## config.mk

```make
export PLATFORM = sky130hd
export DESIGN_NAME = bank_aware_dirty_victim_select
export DESIGN_NICKNAME = d
export VERILOG_FILES = /design/src/rtl/bavs_pkg.sv /design/src/rtl/bavs_front.sv /design/src/rtl/bavs_queue.sv /design/src/rtl/bavs_back.sv /design/src/rtl/bank_aware_dirty_victim_select.sv
export SDC_FILE = /design/constraint.sdc
export NUM_CORES = 1
export LEC_CHECK = 0
export BUFFER_PORTS_ARGS = -buffer_cell sky130_fd_sc_hd__clkbuf_2
export CAP_MARGIN = 20
export CORE_ASPECT_RATIO = 1.1
export CORE_MARGIN = 5
export CORE_UTILIZATION = 60
export CTS_CLUSTER_DIAMETER = 50
export CTS_CLUSTER_SIZE = 12
export DETAILED_ROUTE_END_ITERATION = 6
export GPL_ROUTABILITY_DRIVEN = 0
export PLACE_DENSITY = 0.89
export SETUP_SLACK_MARGIN = 0.5
export SLEW_MARGIN = 20
export SYNTH_ARGS = -nofsm -noshare
export SYNTH_HDL_FRONTEND = slang
export SYNTH_SLANG_ARGS = --single-unit
```

## constraint.sdc

```tcl
create_clock -name clk -period 4.4 [get_ports clk]
set_input_delay 0.88 -clock clk [delete_from_list [all_inputs] [get_ports clk]]
set_output_delay 0.88 -clock clk [all_outputs]
set_load 0.01 [all_outputs]
```

## src/rtl/bavs_pkg.sv

```systemverilog
// shared types and codes for the bank aware dirty victim select block
package bavs_pkg;

	localparam logic [1:0] CMD_WRITEBACK = 2'd0;
	localparam logic [1:0] CMD_VICTIM    = 2'd1;
	localparam logic [1:0] CMD_EAGER     = 2'd2;
	localparam logic [1:0] CMD_NONE      = 2'd3;

	localparam logic [1:0] MODE_STEER      = 2'd0;
	localparam logic [1:0] MODE_CLEAN_ONLY = 2'd1;
	localparam logic [1:0] MODE_EVICT_ONLY = 2'd2;

	localparam logic REG_POLICY_MODE     = 1'b0;
	localparam logic REG_PREFER_LOWER    = 1'b1;

	localparam logic KIND_ACK      = 1'b0;
	localparam logic KIND_DECISION = 1'b1;

	typedef struct packed {
		logic [1:0]        cmd;
		logic              in_range;
		logic [1:0]        channel;
		logic [3:0]        bank;
		logic              dirty;
		logic [3:0]        position;
		logic signed [4:0] initial_way;
		logic              first;
		logic              last;
	} item_t;

	typedef struct packed {
		logic [1:0] mode;
		logic       prefer_lower;
	} cfg_t;

endpackage

```

## src/rtl/bavs_front.sv

```systemverilog
// input side: unpacks and classifies beats, drops unused commands
module bavs_front #(
	parameter int CHANNELS          = 4,
	parameter int BANKS_PER_CHANNEL = 16
) (
	input  logic                 in_valid,
	input  logic [23:0]          in_data,
	input  logic [1:0]           in_user,
	input  logic                 in_last,
	input  logic                 queue_ready,
	output logic                 in_ready,
	output logic                 push,
	output bavs_pkg::item_t      item
);

	localparam int CH_W = (CHANNELS > 1) ? $clog2(CHANNELS) : 1;
	localparam int BK_W = $clog2(BANKS_PER_CHANNEL);

	logic [CH_W+1:0] ch_wide;
	logic [BK_W+3:0] bk_wide;
	logic            ch_ok;
	logic            bk_ok;

	assign ch_wide = {{CH_W{1'b0}}, in_data[1:0]};
	assign bk_wide = {{BK_W{1'b0}}, in_data[5:2]};
	assign ch_ok   = ch_wide < (CH_W+2)'(CHANNELS);
	assign bk_ok   = bk_wide < (BK_W+4)'(BANKS_PER_CHANNEL);

	assign in_ready = queue_ready;
	assign push     = in_valid && queue_ready && (in_user != bavs_pkg::CMD_NONE);

	always_comb begin
		item.cmd         = in_user;
		item.in_range    = ch_ok && bk_ok;
		item.channel     = in_data[1:0];
		item.bank        = in_data[5:2];
		item.dirty       = in_data[6];
		item.position    = in_data[10:7];
		item.initial_way = $signed(in_data[15:11]);
		item.first       = in_data[16];
		item.last        = in_last;
	end

endmodule

```

## src/rtl/bavs_queue.sv

```systemverilog
// two entry queue between the classifying front and the executing back
module bavs_queue (
	input  logic            clk,
	input  logic            arst_n,
	input  logic            push,
	input  bavs_pkg::item_t push_item,
	output logic            not_full,
	input  logic            pop,
	output logic            not_empty,
	output bavs_pkg::item_t head
);

	localparam int DEPTH = 2;

	bavs_pkg::item_t entry_q [DEPTH];
	logic            wr_ptr_q;
	logic            rd_ptr_q;
	logic [1:0]      count_q;

	assign not_full  = count_q != 2'(DEPTH);
	assign not_empty = count_q != 2'd0;
	assign head      = entry_q[rd_ptr_q];

	always_ff @(posedge clk) begin
		if (push) begin
			entry_q[wr_ptr_q] <= push_item;
		end
	end

	always_ff @(posedge clk or negedge arst_n) begin
		if (!arst_n) begin
			wr_ptr_q <= 1'b0;
			rd_ptr_q <= 1'b0;
			count_q  <= 2'd0;
		end else begin
			if (push) begin
				wr_ptr_q <= ~wr_ptr_q;
			end
			if (pop) begin
				rd_ptr_q <= ~rd_ptr_q;
			end
			case ({push, pop})
				2'b10:   count_q <= count_q + 2'd1;
				2'b01:   count_q <= count_q - 2'd1;
				default: count_q <= count_q;
			endcase
		end
	end

endmodule

```

## src/rtl/bavs_back.sv

```systemverilog
// executing side: bank bit tracking, scan selection and the result register
module bavs_back #(
	parameter int CHANNELS          = 4,
	parameter int BANKS_PER_CHANNEL = 16,
	parameter int WAYS              = 16
) (
	input  logic            clk,
	input  logic            arst_n,
	input  bavs_pkg::cfg_t  cfg,
	input  logic            head_valid,
	input  bavs_pkg::item_t head,
	output logic            pop,
	output logic            out_valid,
	input  logic            out_ready,
	output logic            out_kind,
	output logic [4:0]      out_way,
	output logic            out_steered,
	output logic            out_sync
);

	localparam int CH_W  = (CHANNELS > 1) ? $clog2(CHANNELS) : 1;
	localparam int BK_W  = $clog2(BANKS_PER_CHANNEL);
	localparam int CNT_W = $clog2(WAYS + 1);
	localparam int WAY_W = $clog2(WAYS);
	localparam int MW    = (CNT_W > 4) ? CNT_W : 4;

	logic [BANKS_PER_CHANNEL-1:0] bits_q [CHANNELS];
	logic [CNT_W-1:0]             way_cnt_q;
	logic signed [4:0]            held_way_q;
	logic                         init_dirty_q;
	logic                         init_free_q;
	logic                         best_found_q;
	logic [WAY_W-1:0]             best_way_q;
	logic [3:0]                   best_pos_q;

	logic                         out_valid_q;
	logic                         out_kind_q;
	logic [4:0]                   out_way_q;
	logic                         out_steer_q;
	logic                         out_sync_q;

	logic [CH_W+1:0]              ch_wide;
	logic [BK_W+3:0]              bk_wide;
	logic [CH_W-1:0]              ch_idx;
	logic [BK_W-1:0]              bk_idx;
	logic [BANKS_PER_CHANNEL-1:0] row;
	logic [BANKS_PER_CHANNEL-1:0] row_set;
	logic [BANKS_PER_CHANNEL-1:0] row_next;
	logic                         bit_set;
	logic                         is_wb;
	logic                         bank_free;

	logic [CNT_W-1:0]             cnt;
	logic signed [4:0]            held;
	logic                         idirty;
	logic                         ifree;
	logic                         bfound;
	logic [WAY_W-1:0]             bway;
	logic [3:0]                   bpos;
	logic                         in_ways;
	logic                         match;
	logic                         better;
	logic                         take;
	logic [CNT_W-1:0]             cnt_next;
	logic                         idirty_next;
	logic                         ifree_next;
	logic                         bfound_next;
	logic [WAY_W-1:0]             bway_next;
	logic [3:0]                   bpos_next;

	logic                         emit;
	logic                         r_kind;
	logic [4:0]                   r_way;
	logic                         r_steer;
	logic                         r_sync;

	assign pop         = head_valid && (!out_valid_q || out_ready);
	assign out_valid   = out_valid_q;
	assign out_kind    = out_kind_q;
	assign out_way     = out_way_q;
	assign out_steered = out_steer_q;
	assign out_sync    = out_sync_q;

	assign ch_wide   = {{CH_W{1'b0}}, head.channel};
	assign bk_wide   = {{BK_W{1'b0}}, head.bank};
	assign ch_idx    = ch_wide[CH_W-1:0];
	assign bk_idx    = bk_wide[BK_W-1:0];
	assign row       = bits_q[ch_idx];
	assign bit_set   = row[bk_idx];
	assign bank_free = head.in_range && !bit_set;
	assign is_wb     = head.cmd == bavs_pkg::CMD_WRITEBACK;

	always_comb begin
		row_set         = row;
		row_set[bk_idx] = 1'b1;
		row_next        = (&row_set) ? '0 : row_set;
	end

	// scan step
	always_comb begin
		cnt    = head.first ? '0 : way_cnt_q;
		held   = head.first ? head.initial_way : held_way_q;
		idirty = head.first ? 1'b0 : init_dirty_q;
		ifree  = head.first ? 1'b0 : init_free_q;
		bfound = head.first ? 1'b0 : best_found_q;
		bway   = head.first ? '0 : best_way_q;
		bpos   = head.first ? 4'd0 : best_pos_q;

		in_ways = cnt < CNT_W'(WAYS);
		match   = !held[4] && (MW'(cnt) == MW'(held[3:0]));
		better  = cfg.prefer_lower ? (head.position < bpos) : (head.position > bpos);
		take    = in_ways && head.dirty && bank_free && (!bfound || better);

		cnt_next    = in_ways ? cnt + CNT_W'(1) : cnt;
		idirty_next = (in_ways && match) ? head.dirty : idirty;
		ifree_next  = (in_ways && match) ? bank_free : ifree;
		bfound_next = bfound || take;
		bway_next   = take ? cnt[WAY_W-1:0] : bway;
		bpos_next   = take ? head.position : bpos;
	end

	// result for the beat at the head
	always_comb begin
		emit    = is_wb || head.last;
		r_kind  = bavs_pkg::KIND_DECISION;
		r_way   = 5'h1f;
		r_steer = 1'b0;
		r_sync  = 1'b0;
		if (is_wb) begin
			r_kind = bavs_pkg::KIND_ACK;
			r_sync = bank_free;
		end else if (head.cmd == bavs_pkg::CMD_VICTIM) begin
			if (cfg.mode == bavs_pkg::MODE_CLEAN_ONLY) begin
				r_way = held;
			end else if (!held[4] && (!idirty_next || ifree_next)) begin
				r_way = held;
			end else if (bfound_next) begin
				r_way   = 5'(bway_next);
				r_steer = 1'b1;
			end else begin
				r_way = held;
			end
		end else begin
			if (cfg.mode != bavs_pkg::MODE_EVICT_ONLY && bfound_next) begin
				r_way   = 5'(bway_next);
				r_steer = 1'b1;
			end
		end
	end

	always_ff @(posedge clk or negedge arst_n) begin
		if (!arst_n) begin
			for (int c = 0; c < CHANNELS; c++) begin
				bits_q[c] <= '0;
			end
			way_cnt_q    <= '0;
			held_way_q   <= -5'sd1;
			init_dirty_q <= 1'b0;
			init_free_q  <= 1'b0;
			best_found_q <= 1'b0;
			best_way_q   <= '0;
			best_pos_q   <= 4'd0;
			out_valid_q  <= 1'b0;
		end else begin
			if (pop && is_wb && head.in_range) begin
				bits_q[ch_idx] <= row_next;
			end
			if (pop && !is_wb) begin
				way_cnt_q    <= cnt_next;
				held_way_q   <= held;
				init_dirty_q <= idirty_next;
				init_free_q  <= ifree_next;
				best_found_q <= bfound_next;
				best_way_q   <= bway_next;
				best_pos_q   <= bpos_next;
			end
			if (pop && emit) begin
				out_valid_q <= 1'b1;
			end else if (out_ready) begin
				out_valid_q <= 1'b0;
			end
		end
	end

	always_ff @(posedge clk) begin
		if (pop && emit) begin
			out_kind_q  <= r_kind;
			out_way_q   <= r_way;
			out_steer_q <= r_steer;
			out_sync_q  <= r_sync;
		end
	end

endmodule

```

## src/rtl/bank_aware_dirty_victim_select.sv

```systemverilog
// top level of the bank aware dirty victim select block
// Takes one beat per cycle, sustained, while the result side is not stalled; a
// beat is registered in the two entry queue and its result in the output
// register. A single back end stage reads and updates one channel's written-bank
// bits and the running best candidate in each cycle, which sets the rate of one
// beat per cycle; the queue separates it from the input side. Writeback beats
// always answer; scan beats answer only on the beat marked last.
module bank_aware_dirty_victim_select #(
	parameter int CHANNELS          = 4,
	parameter int BANKS_PER_CHANNEL = 16,
	parameter int WAYS              = 16
) (
	input  logic        clk,
	input  logic        arst_n,
	input  logic        cfg_valid,
	output logic        cfg_ready,
	input  logic        cfg_index,
	input  logic [1:0]  cfg_data,
	input  logic        s_tvalid,
	output logic        s_tready,
	// channel, bank, dirty, position, initial_way, first_of_set, zero pad
	input  logic [23:0] s_tdata,
	// cmd
	input  logic [1:0]  s_tuser,
	input  logic        s_tlast,
	output logic        m_tvalid,
	input  logic        m_tready,
	// chosen_way, steered, sync_needed, zero pad
	output logic [7:0]  m_tdata,
	// result_kind
	output logic        m_tuser
);

	bavs_pkg::cfg_t  cfg_q;
	bavs_pkg::item_t front_item;
	bavs_pkg::item_t head_item;
	logic            push;
	logic            queue_not_full;
	logic            queue_not_empty;
	logic            pop;
	logic [4:0]      res_way;
	logic            res_steered;
	logic            res_sync;

	assign cfg_ready = 1'b1;

	always_ff @(posedge clk or negedge arst_n) begin
		if (!arst_n) begin
			cfg_q.mode         <= bavs_pkg::MODE_STEER;
			cfg_q.prefer_lower <= 1'b0;
		end else if (cfg_valid) begin
			case (cfg_index)
				bavs_pkg::REG_POLICY_MODE:  cfg_q.mode         <= cfg_data;
				bavs_pkg::REG_PREFER_LOWER: cfg_q.prefer_lower <= cfg_data[0];
				default:                    cfg_q              <= cfg_q;
			endcase
		end
	end

	bavs_front #(
		.CHANNELS          (CHANNELS),
		.BANKS_PER_CHANNEL (BANKS_PER_CHANNEL)
	) u_front (
		.in_valid    (s_tvalid),
		.in_data     (s_tdata),
		.in_user     (s_tuser),
		.in_last     (s_tlast),
		.queue_ready (queue_not_full),
		.in_ready    (s_tready),
		.push        (push),
		.item        (front_item)
	);

	bavs_queue u_queue (
		.clk       (clk),
		.arst_n    (arst_n),
		.push      (push),
		.push_item (front_item),
		.not_full  (queue_not_full),
		.pop       (pop),
		.not_empty (queue_not_empty),
		.head      (head_item)
	);

	bavs_back #(
		.CHANNELS          (CHANNELS),
		.BANKS_PER_CHANNEL (BANKS_PER_CHANNEL),
		.WAYS              (WAYS)
	) u_back (
		.clk         (clk),
		.arst_n      (arst_n),
		.cfg         (cfg_q),
		.head_valid  (queue_not_empty),
		.head        (head_item),
		.pop         (pop),
		.out_valid   (m_tvalid),
		.out_ready   (m_tready),
		.out_kind    (m_tuser),
		.out_way     (res_way),
		.out_steered (res_steered),
		.out_sync    (res_sync)
	);

	assign m_tdata = {1'b0, res_sync, res_steered, res_way};

endmodule

```

==> out/qor.csv <==
metric;value;unit
hold_viol;0;
vias;5098;
drive_gt1_frac;0.186;
synth-compound-area-share;0.189;
critPathKind;register to register;
cp_cell_sequence;mux2i_2 > nand2_1 > ha_1 > nor2b_1 > o21ai_0 > nand2b_1 > a21o_1 > a221o_1 > a21oi_1 > o221ai_4 > mux2i_1 > nor2_1 > o22a_1;
leakage;3.14;nW
dieArea;0.0132;mm^2
cts.repair.resized;0;
cp-startpoint;u_queue.rd_ptr_q$_DFFE_PN0P_;
drt-initial-drc-count;346;
rsz0062_at_grt;no;
yosysUniqueCellTypes;63;
timing.critical_path.fanout_max;20;
post_cts_buffers;0;
r2r-end;u_back.out_way[3]$_SDFFCE_PN1P_;
wire_per_inst;18.9;um
cts.path.max_buffers;2;
antennaDiodeCount;0;
syn_area;0.00661;mm^2
cts-root-buf;clkbuf_16;
final_cell_area;0.00750;mm^2
worst_slack;0.773;ns
drc;0;
grt_first_pass_wirelength;26.2;mm
insertion_delay;0.42;ns
fin_crit;3.63;ns
grt_max_degree;68;
yosys.area_share.simple;0.142;
fmax;276;MHz
slowest_delay;0.63;ns
period_share;0.824;
fin_tns_setup;0;ns
rrSetupSlack;0.77;ns
synth_fa_ha_area_frac;0.0114;
fp.dieH;120;um
seq_area_frac_synth;0.571;
crit_path_start_kind;register;
tritoncts;done;
multi_input_area;0.00260;mm^2
vdd_drop_max;0.413;mV
synth_xor_area_frac;0.00662;
grt_overflow_total;0;
cts_max_level;4;
start_util;0.609;
crit_path_end_kind;register;
hp-class;register to register;
io_buffers;37;
area_growth;13.4;%
grt_usage;0.256;
r2r_start;u_queue.rd_ptr_q$_DFFE_PN0P_;
cts_made_buffers;17;
hpwl;10.1;mm
synthesis.nets;667;
r2r_cells;13;
fill_cells;771;
cp.arrival;3.80;ns
power_density;742;mW/mm^2
synthFlopType;dfrtp_1;
slew_headroom;0.304;
muxShareOfSynthArea;0.0405;
die_w;110;um
clkTransAtPathRegs;0.06;ns
firstDrtPassIters;7;
utilization;0.690;
slew_viol_final;0;
ant_nets;0;
vias_per_cell;6.22;
cts_sinks;141;
hold_buffers;0;
cap_violations;0;
placed_cell_area;0.00689;mm^2
avgSynthCellArea;10.6;um^2
netlist_instances;626;
crit_required;4.57;ns
synth_edf_count;48;
power.total;5.56;mW
fin_nets;700;
row_count;40;
seqCellArea;0.00378;mm^2
synth_warnings;0;
slowest_stage;dfrtp_2;
status;complete, no violations;
synth_top_family_by_area;compound AO/OA/AOI/OAI gates;
max_slew.worst_pin.slew;1.04;ns
drt-total-wl;15.5;mm
crit_end;u_back.out_way[3]$_SDFFCE_PN1P_;
core-area;0.0109;mm^2
grt_pass1_vias;5513;
setup_viol;0;
grt_antenna_before_repair;0;
synth_seq_cells;141;
io_pins;47;
pre_cts_ws;0.604;ns
skew;0.00799;ns
synthArstFlopShare;0.660;
==> state kept, by name, summed over array words and instances, names as in the netlist <==
name                 cells
u_queue.wr_ptr_q         1
u_back.out_sync          1
u_back.out_steered       1
u_back.best_found_q      1
u_back.init_dirty_q      1
u_back.way_cnt_q         5
u_back.out_way           5
u_back.bits_q           64
u_back.best_way_q        4
u_back.init_free_q       1
u_back.held_way_q        5
u_queue.rd_ptr_q         1
u_back.best_pos_q        4
u_back.out_kind          1
u_queue.count_q          2
u_queue.entry_q         40
u_back.out_valid         1
cfg_q                    3
==> cell type report <==
cell class | count | area share
clock buffers | 23 | 0.0654
well taps | 147 | 0.0245
inverters | 17 | 0.00851
clock inverters | 9 | 0.0113
flip-flops and latches | 141 | 0.504
multi-input cells | 431 | 0.346
repair buffers | 51 | 0.0401
==> cell families after synthesis <==
group                      after synthesis
adders and majority gates                6
other                                    2
buffers and inverters                   54
xor gates and xnor gates                 5
muxes                                   25
AOI/OAI and AO/OA                      195
and+or+nand+nor                        198
DFF                                    141
==> power breakdown <==
| part | internal [mW] | switching [mW] | leakage [nW] |
|---|---|---|---|
| clock | 0.843 | 0.540 | 0.273 |
| sequential | 1.89 | 0.313 | 1.67 |
| combinational | 0.744 | 1.23 | 1.19 |
==> cell usage in the layout (no fill, tap or decap), types with 7 or more instances in the layout <==
master / instances
nand2_1: 117
o21ai_0: 87
dfrtp_1: 87
edfxtp_1: 48
clkbuf_2: 36
a22oi_1: 28
a21oi_1: 23
clkbuf_16: 19
inv_1: 17
nor2_1: 16
or2_2: 16
buf_4: 14
mux2i_1: 13
mux2_2: 11
nor2b_1: 7
==> how the worst min path moves through the flow <==
| stage | startpoint | endpoint | slack (ns) | cells after the start |
|---|---|---|---|---|
| global route | u_back.held_way_q[4]$_DFFE_PN1P_ | u_back.held_way_q[4]$_DFFE_PN1P_ | 0.50 | 2 |
| finish | u_back.held_way_q[4]$_DFFE_PN1P_ | u_back.held_way_q[4]$_DFFE_PN1P_ | 0.48 | 2 |
| detailed placement | u_back.held_way_q[4]$_DFFE_PN1P_ | u_back.held_way_q[4]$_DFFE_PN1P_ | 0.47 | 2 |
| global placement | u_back.held_way_q[4]$_DFFE_PN1P_ | u_back.held_way_q[4]$_DFFE_PN1P_ | 0.46 | 2 |
| floorplan | u_back.best_pos_q[0]$_DFFE_PN0P_ | u_back.best_pos_q[0]$_DFFE_PN0P_ | 0.44 | 2 |
| CTS | u_back.held_way_q[4]$_DFFE_PN1P_ | u_back.held_way_q[4]$_DFFE_PN1P_ | 0.48 | 2 |
==> stage by stage <==
| step | std cells | hold slack, ns |
|---|---|---|
| 3_5_place_dp | 786 | 0.466 |
| 4_1_cts | 818 | 0.480 |
| 2_1_floorplan | 626 | 0.440 |
| 6_report | 819 | 0.479 |
| 3_3_place_gp | 786 | 0.458 |
| 5_1_grt | 819 | 0.499 |
==> synth_stat cells, drive strengths merged (5+ instances only) <==
cell type / number / share of area
clkbuf: 21 / 0.012
buf: 16 / 0.017
o31ai: 5 / 0.0057
nor4: 6 / 0.0057
nor2b: 7 / 0.0066
ha: 6 / 0.011
a22oi: 28 / 0.032
inv: 17 / 0.0096
dfrtp: 88 / 0.33
edfxtp: 48 / 0.22
dfstp: 5 / 0.020
a21oi: 23 / 0.017
nor2: 16 / 0.0091
nand3: 5 / 0.0038
mux2: 11 / 0.019
mux2i: 14 / 0.022
nand2: 118 / 0.067
o21ai: 87 / 0.066
nand2b: 6 / 0.0057
or2: 20 / 0.019
a21boi: 7 / 0.0079
==> critical path: cells and delay by family (launching register included) <==
family | cells | cell delay [ns]
AO/OA/AOI/OAI | 6 | 1.34
AND/OR/NAND/NOR | 4 | 0.43
flip-flops | 1 | 0.63
multiplexers | 2 | 0.66
adder cells (fa/ha/maj) | 1 | 0.31
==> routing by layer <==
layer / GRT usage / share of wire
met1: 0.297 / 0.37
met2: 0.433 / 0.54
met3: 0.0656 / 0.064
met4: 0.128 / 0.035
met5: 0 / 0
Power figures use the tool's default switching activity.
